==> config.mk <==
export PLATFORM = sky130hd
export DESIGN_NAME = http_chunked_decoder_unit
export DESIGN_NICKNAME = d
export VERILOG_FILES = /design/src/rtl/hcd_pkg.sv /design/src/rtl/http_chunked_decoder_unit.sv /design/src/rtl/hcd_step.sv /design/src/rtl/hcd_out_buffer.sv
export SDC_FILE = /design/constraint.sdc
export NUM_CORES = 1
export LEC_CHECK = 0
export BUFFER_PORTS_ARGS = -buffer_cell sky130_fd_sc_hd__buf_2
export CAP_MARGIN = 20
export CORE_ASPECT_RATIO = 0.7
export CORE_MARGIN = 10
export CORE_UTILIZATION = 65
export DETAILED_ROUTE_END_ITERATION = 10
export HOLD_SLACK_MARGIN = 0.1
export PLACE_DENSITY = 0.81
export SKIP_LAST_GASP = 1
export SYNTH_ARGS = -nofsm -noshare
export SYNTH_HDL_FRONTEND = slang
export SYNTH_SLANG_ARGS = --single-unit
==> constraint.sdc <==
create_clock -name clock -period 6.2 [get_ports clock]
set_clock_uncertainty 0.05 [all_clocks]
set_input_delay 0.31 -clock clock [delete_from_list [all_inputs] [get_ports clock]]
set_output_delay 0.31 -clock clock [all_outputs]
set_load 0.005 [all_outputs]
==> src/rtl/hcd_pkg.sv <==
`timescale 1ns / 1ps

package hcd_pkg;

   // Completion status codes.
   localparam logic [1:0] STATUS_OK        = 2'd0;
   localparam logic [1:0] STATUS_TOO_LONG  = 2'd1;
   localparam logic [1:0] STATUS_NO_CRLF   = 2'd2;
   localparam logic [1:0] STATUS_EMPTY     = 2'd3;

   // Most hex digits accepted in one chunk size (range 1 to 15).
   localparam int unsigned MAX_SIZE_DIGITS = 8;

   // One result word as it travels from the decoder to the output buffer.
   typedef struct packed {
      logic [7:0] out_byte;
      logic       byte_valid;
      logic       finished;
      logic [1:0] status;
   } hcd_result_type;

endpackage

==> src/rtl/http_chunked_decoder_unit.sv <==
`timescale 1ns / 1ps

// HTTP chunked transfer decoder. Encoded body bytes enter one word per cycle on the
// req_ channel while req_ready is high; each chunk is a run of hex size digits (at
// most eight), CR LF, that many payload bytes and two trailing bytes that are
// skipped unchecked. Payload bytes come out on the rsp_ channel with rsp_byte_valid
// set. A size of a single '0' ends the stream with success; too many digits, a
// missing CR LF or an empty size end it with an error status. The last word of a
// stream carries rsp_finished, and after that the decoder drops bytes up to and
// including the next one marked end_of_stream. A byte marked end_of_stream always
// closes the stream. Chunk extensions and trailers are not supported. The decoder
// sustains one byte per cycle while the output buffer has space: the chunk state
// update is a single combinational step per byte. A byte passes through the input
// register and then the output buffer before its result is offered.
module http_chunked_decoder_unit (
   input  logic       clock,
   input  logic       reset,
   input  logic       req_valid,
   output logic       req_ready,
   input  logic [7:0] req_in_byte,
   input  logic       req_end_of_stream,
   output logic       rsp_valid,
   input  logic       rsp_ready,
   output logic [7:0] rsp_out_byte,
   output logic       rsp_byte_valid,
   output logic       rsp_finished,
   output logic [1:0] rsp_status
);

   // Input register holding the next byte to be decoded.
   logic       in_valid_ff, in_valid_in;
   logic [7:0] in_byte_ff;
   logic       in_eos_ff;

   logic                   buf_space;
   logic                   step_fire;
   logic                   accept;
   hcd_pkg::hcd_result_type step_result;
   logic                   step_result_valid;
   hcd_pkg::hcd_result_type rsp_data;

   // The held byte is decoded whenever the output buffer can take its word.
   assign step_fire   = in_valid_ff && buf_space;
   assign req_ready   = !in_valid_ff || step_fire;
   assign accept      = req_valid && req_ready;
   assign in_valid_in = accept || (in_valid_ff && !step_fire);

   always_ff @(posedge clock) begin
      if (reset) begin
         in_valid_ff <= 1'b0;
      end else begin
         in_valid_ff <= in_valid_in;
      end
   end

   always_ff @(posedge clock) begin
      if (accept) begin
         in_byte_ff <= req_in_byte;
         in_eos_ff  <= req_end_of_stream;
      end
   end

   hcd_step u_step (
      .clock         (clock),
      .reset         (reset),
      .step_en       (step_fire),
      .in_byte       (in_byte_ff),
      .end_of_stream (in_eos_ff),
      .result        (step_result),
      .result_valid  (step_result_valid)
   );

   // Two-entry buffer so the decoder keeps running while a word waits.
   hcd_out_buffer u_out_buffer (
      .clock     (clock),
      .reset     (reset),
      .push      (step_fire && step_result_valid),
      .push_data (step_result),
      .space     (buf_space),
      .rsp_valid (rsp_valid),
      .rsp_ready (rsp_ready),
      .rsp_data  (rsp_data)
   );

   assign rsp_out_byte   = rsp_data.out_byte;
   assign rsp_byte_valid = rsp_data.byte_valid;
   assign rsp_finished   = rsp_data.finished;
   assign rsp_status     = rsp_data.status;

endmodule

==> src/rtl/hcd_step.sv <==
`timescale 1ns / 1ps

module hcd_step (
   input  logic                   clock,
   input  logic                   reset,
   input  logic                   step_en,
   input  logic [7:0]             in_byte,
   input  logic                   end_of_stream,
   output hcd_pkg::hcd_result_type result,
   output logic                   result_valid
);

   typedef enum logic [2:0] {
      PH_SIZE  = 3'd0,
      PH_LF    = 3'd1,
      PH_DATA  = 3'd2,
      PH_SKIP1 = 3'd3,
      PH_SKIP2 = 3'd4,
      PH_DONE  = 3'd5
   } phase_type;

   localparam logic [7:0] CHAR_CR = 8'h0D;
   localparam logic [7:0] CHAR_LF = 8'h0A;

   phase_type   phase_ff, phase_in;
   logic [3:0]  digit_count_ff, digit_count_in;
   logic        single_zero_ff, single_zero_in;
   logic [31:0] remaining_ff, remaining_in;

   logic        is_hex;
   logic [3:0]  hex_val;
   logic        fin;
   logic [1:0]  status;
   logic        valid;
   logic        emit;
   logic        restart;
   logic [31:0] remaining_dec;

   // Returns {is_hex, value}.
   function automatic logic [4:0] hex_decode(input logic [7:0] b);
      logic [7:0] d;
      begin
         d = 8'h00;
         if (b >= 8'h30 && b <= 8'h39) begin
            d = b - 8'h30;
            hex_decode = {1'b1, d[3:0]};
         end else if (b >= 8'h41 && b <= 8'h46) begin
            d = b - 8'h37;
            hex_decode = {1'b1, d[3:0]};
         end else if (b >= 8'h61 && b <= 8'h66) begin
            d = b - 8'h57;
            hex_decode = {1'b1, d[3:0]};
         end else begin
            hex_decode = 5'b0_0000;
         end
      end
   endfunction

   assign {is_hex, hex_val} = hex_decode(in_byte);
   assign remaining_dec = remaining_ff - 32'd1;

   always_comb begin
      phase_in       = phase_ff;
      digit_count_in = digit_count_ff;
      single_zero_in = single_zero_ff;
      remaining_in   = remaining_ff;
      fin            = 1'b0;
      status         = hcd_pkg::STATUS_OK;
      valid          = 1'b0;
      emit           = 1'b0;
      restart        = 1'b0;

      unique case (phase_ff)
         PH_SIZE: begin
            if (is_hex) begin
               if (digit_count_ff >= 4'(hcd_pkg::MAX_SIZE_DIGITS)) begin
                  fin    = 1'b1;
                  status = hcd_pkg::STATUS_TOO_LONG;
               end else begin
                  single_zero_in = (digit_count_ff == 4'd0) && (hex_val == 4'd0);
                  digit_count_in = digit_count_ff + 4'd1;
                  if (remaining_ff > 32'h0FFF_FFFF) begin
                     remaining_in = 32'hFFFF_FFFF;
                  end else begin
                     remaining_in = {remaining_ff[27:0], hex_val};
                  end
               end
            end else if (digit_count_ff == 4'd1 && single_zero_ff) begin
               fin = 1'b1;
            end else if (in_byte != CHAR_CR) begin
               fin    = 1'b1;
               status = hcd_pkg::STATUS_NO_CRLF;
            end else begin
               phase_in = PH_LF;
            end
         end
         PH_LF: begin
            if (in_byte != CHAR_LF) begin
               fin    = 1'b1;
               status = hcd_pkg::STATUS_NO_CRLF;
            end else if (digit_count_ff == 4'd0) begin
               fin    = 1'b1;
               status = hcd_pkg::STATUS_EMPTY;
            end else begin
               phase_in = (remaining_ff == 32'd0) ? PH_SKIP1 : PH_DATA;
            end
         end
         PH_DATA: begin
            valid        = 1'b1;
            remaining_in = remaining_dec;
            if (remaining_dec == 32'd0) begin
               phase_in = PH_SKIP1;
            end
         end
         PH_SKIP1: begin
            phase_in = PH_SKIP2;
         end
         PH_SKIP2: begin
            restart = 1'b1;
         end
         default: begin
            // Finished stream: swallow bytes up to the end-of-stream mark.
            restart = end_of_stream;
         end
      endcase

      if (phase_ff != PH_DONE) begin
         if (fin) begin
            emit = 1'b1;
            if (end_of_stream) begin
               restart = 1'b1;
            end else begin
               phase_in = PH_DONE;
            end
         end else if (end_of_stream) begin
            // Truncated input still closes the stream with success.
            fin     = 1'b1;
            status  = hcd_pkg::STATUS_OK;
            emit    = 1'b1;
            restart = 1'b1;
         end else begin
            emit = valid;
         end
      end

      if (restart) begin
         phase_in       = PH_SIZE;
         digit_count_in = 4'd0;
         single_zero_in = 1'b0;
         remaining_in   = 32'd0;
      end
   end

   assign result.out_byte   = valid ? in_byte : 8'h00;
   assign result.byte_valid = valid;
   assign result.finished   = fin;
   assign result.status     = fin ? status : hcd_pkg::STATUS_OK;
   assign result_valid      = emit;

   always_ff @(posedge clock) begin
      if (reset) begin
         phase_ff       <= PH_SIZE;
         digit_count_ff <= 4'd0;
         single_zero_ff <= 1'b0;
         remaining_ff   <= 32'd0;
      end else if (step_en) begin
         phase_ff       <= phase_in;
         digit_count_ff <= digit_count_in;
         single_zero_ff <= single_zero_in;
         remaining_ff   <= remaining_in;
      end
   end

endmodule

==> src/rtl/hcd_out_buffer.sv <==
`timescale 1ns / 1ps

module hcd_out_buffer (
   input  logic                   clock,
   input  logic                   reset,
   input  logic                   push,
   input  hcd_pkg::hcd_result_type push_data,
   output logic                   space,
   output logic                   rsp_valid,
   input  logic                   rsp_ready,
   output hcd_pkg::hcd_result_type rsp_data
);

   hcd_pkg::hcd_result_type entry_ff [2];
   logic       head_ff, head_in;
   logic [1:0] count_ff, count_in;
   logic       pop;
   logic       tail;

   assign rsp_valid = (count_ff != 2'd0);
   assign rsp_data  = entry_ff[head_ff];
   assign pop       = rsp_valid && rsp_ready;
   // A full buffer still takes a word in the cycle its head word leaves.
   assign space     = (count_ff != 2'd2) || rsp_ready;
   assign tail      = head_ff ^ count_ff[0];

   always_comb begin
      head_in  = pop ? ~head_ff : head_ff;
      count_in = count_ff + {1'b0, push} - {1'b0, pop};
   end

   always_ff @(posedge clock) begin
      if (reset) begin
         head_ff  <= 1'b0;
         count_ff <= 2'd0;
      end else begin
         head_ff  <= head_in;
         count_ff <= count_in;
      end
   end

   always_ff @(posedge clock) begin
      if (push) begin
         entry_ff[tail] <= push_data;
      end
   end

endmodule

==> out/metrics.csv <==
metric,value,unit
status,completed,
clock network power share,0.281,
"Async S/R FF share, synth",0,
Static Leak,1.79,nW
"Seq/Total Area, Yosys",0.404,
n_diodes,0,
final core occ,0.746,
drt via density,6.92,
critical path's top delay family,compound AO/OA/AOI/OAI gates,
Psw,569,uW
remaining antenna violation count after routing,0,
fraction of layout cells with a size suffix above 1,0.137,
most frequent cells in the layout,"nand2_1 (45), dfxtp_1 (45), a21oi_1 (44)",
die area,11000,um2
final setup fails,0,
critical path class,reg -> reg,
Synth area leader,edfxtp_1,
Reg power frac,0.412,
cts repair resizes,0,
CTS tree,done,
synth unique cells,69,
gpl congestion,0.938,
Num CTS Buffers,9,
Die W,121,um
Yosys top cell area share,0.212,
area of the multi-input gates,2550,um2
Most used DFF post-synth,dfxtp_1,
"Net count, final",560,
Area contributors post-synth,"edfxtp_1 (21%), dfxtp_1 (19%), a21oi_1 (4.7%)",
all-layer global routing usage,0.232,
number of cell rows,25,
clk sinks,78,
PnR worst setup slack,2.90,ns
IO buf count,26,
number of synthesized register bits,78,
Initial Utilization,0.680,
CP Data Arrival Time,3.52,ns
initial drt markers,769,
Max rail drop VDD,190,uV
Final Hold Fails,0,
DRC violations left,0,
met1 usage,0.347,
WP data required,6.42,ns
Detailed Place HPWL,8880,um
met2 usage,0.311,
worst path buffer plus inverter count,0,
pin count of the biggest net entering global routing,44,
"EDFF count, synth",33,
RSZ-0062 raised after global routing,no,
max-slew violations,0,
Register Area,1890,um2
Critical Path Source Type,register,
FILL cells,515,
setup TNS,0,ns
largest fanout on the critical path,42,
crit end category,register,
Synth Instances,523,
Switching Fraction,0.357,
Core Area,6880,um2
synthesized net count,548,
first-pass GRT wire length,21000,um
max-cap viol count,0,
Bufs on Longest Clock Path,2,
number of global-route vias before repair,3932,
grt peak-use layer,met1,
area added between synthesis and finish,9.68,%
IO Pins,27,
vias,4387,
Worst Tran Pin Value,0.977,ns
Synth Cell Area,4680,um2
setup repair bufs after CTS,0,
Pre-antenna DRT Iters,7,
"Cell Area, Placed",4780,um2
average wire per standard cell,20.8,um
critical path's largest stage delay,0.79,ns
Gate power share,0.307,
Worst-path clk slew,0.10,ns
H-tree depth,3,
final instance area,5130,um2
clk_lat worst skew,0.37,ns
Finished Layout Cells,634,
cell-internal power,1.02,mW
Fmax,303,MHz
antenna violations before repair,0,
Critical Path Slowest Stage Cell,o311a_2,
Die Y,91.0,um
Post-Route WL,13200,um
Root Buffer,clkbuf_8,
Slew headroom,0.349,
hold crit path type,in -> reg,
Post-Syn Area per Cell,8.95,um2
grt total ovfl,0,
Post-Place Setup Slack,3.01,ns
Tmin final,3.30,ns
met3 Use GR,0.0798,
Ys Warns,0,
Final Cycle Share,0.532,
cell chain of the critical path,"or4b_4, or3_4, a21oi_2, o311a_2, o21ai_1, a221oi_1",
power per cell area,310,nW/um2
placed instance count,607,
worst min-delay path, delay by kind of cell:
kind | cells | cell delay [ns]
compound gates | 1 | 0.11
buf+inv | 2 | 0.11
what timing repair did:
item,in CTS,in global routing
hold endpoints to repair,9,0
setup endpoints to repair,0,0
hold buffers,9,0
logic make-up after synthesis:
| logic type | after synthesis | synth area share |
|---|---|---|
| fa+ha+maj | 12 | 0.0321 |
| mux | 15 | 0.0353 |
| xor+xnor | 16 | 0.0299 |
| compound gates | 151 | 0.221 |
| buf+inv | 58 | 0.0513 |
| simple gates | 193 | 0.226 |
| flops | 78 | 0.404 |
registers in the layout, indices dropped and copies added (netlist names), 2 cells and up, named ones only:
| signal | count |
|---|---|
| u_step.remaining_ff | 32 |
| u_step.digit_count_ff | 4 |
| in_byte_ff | 8 |
| u_out_buffer.entry_ff | 24 |
| u_out_buffer.count_ff | 2 |
| u_step.phase_ff | 3 |
metal layers:
layer / share of wire / routed length (um) / vias up
met5: 0 / 0 / -
met4: 0.012 / 161 / 0
met3: 0.12 / 1590 / 22
met2: 0.40 / 5300 / 296
met1: 0.46 / 6110 / 2035
li1: - / - / 2034
worst paths after layout:
kind | start | endpoint | slack [ns] | depth (start not counted)
hold / removal | req_valid | in_valid_ff | 0.16 | 3
hold reg to reg | u_step.single_zero_ff | u_step.single_zero_ff | 0.41 | 2
setup / recovery | in_byte_ff[3] | u_step.remaining_ff[14] | 2.90 | 6
setup reg to reg | in_byte_ff[3] | u_step.remaining_ff[14] | 2.90 | 6
metrics by stage:
step                total power, mW  hold slack (ns)
global placement               1.11            0.395
finish                         1.59            0.158
floorplan                     0.985            0.359
detailed placement             1.12            0.401
global route                   1.66            0.171
CTS                            1.56            0.161
power by group through the flow:
stage	Clock, mW	Sequential [mW]	Combinational, mW
6_report	0.447	0.656	0.489
5_1_grt	0.469	0.662	0.533
4_1_cts	0.445	0.653	0.461
3_5_place_dp	0	0.665	0.453
3_3_place_gp	0	0.661	0.446
2_1_floorplan	0	0.630	0.355
cell usage after synthesis, drive strengths merged (11+ instances only):
cell type	instances
nand2	45
edfxtp	33
nor2	34
a21oi	45
ha	12
o221ai	18
o211ai	12
mux2	12
buf	11
nand3	13
nor4	12
o21ai	19
nor3	19
inv	18
a211oi	18
clkbuf	28
dfxtp	45
cell type report:
cell class              instances  area share
clock buffers                   9      0.0241
repair buffers                 40      0.0541
well taps                      94      0.0229
clock inverters                 7      0.0200
multi-input cells             387       0.496
flip-flops and latches         78       0.369
inverters                      19      0.0139
(Power assumes the default switching activity.)
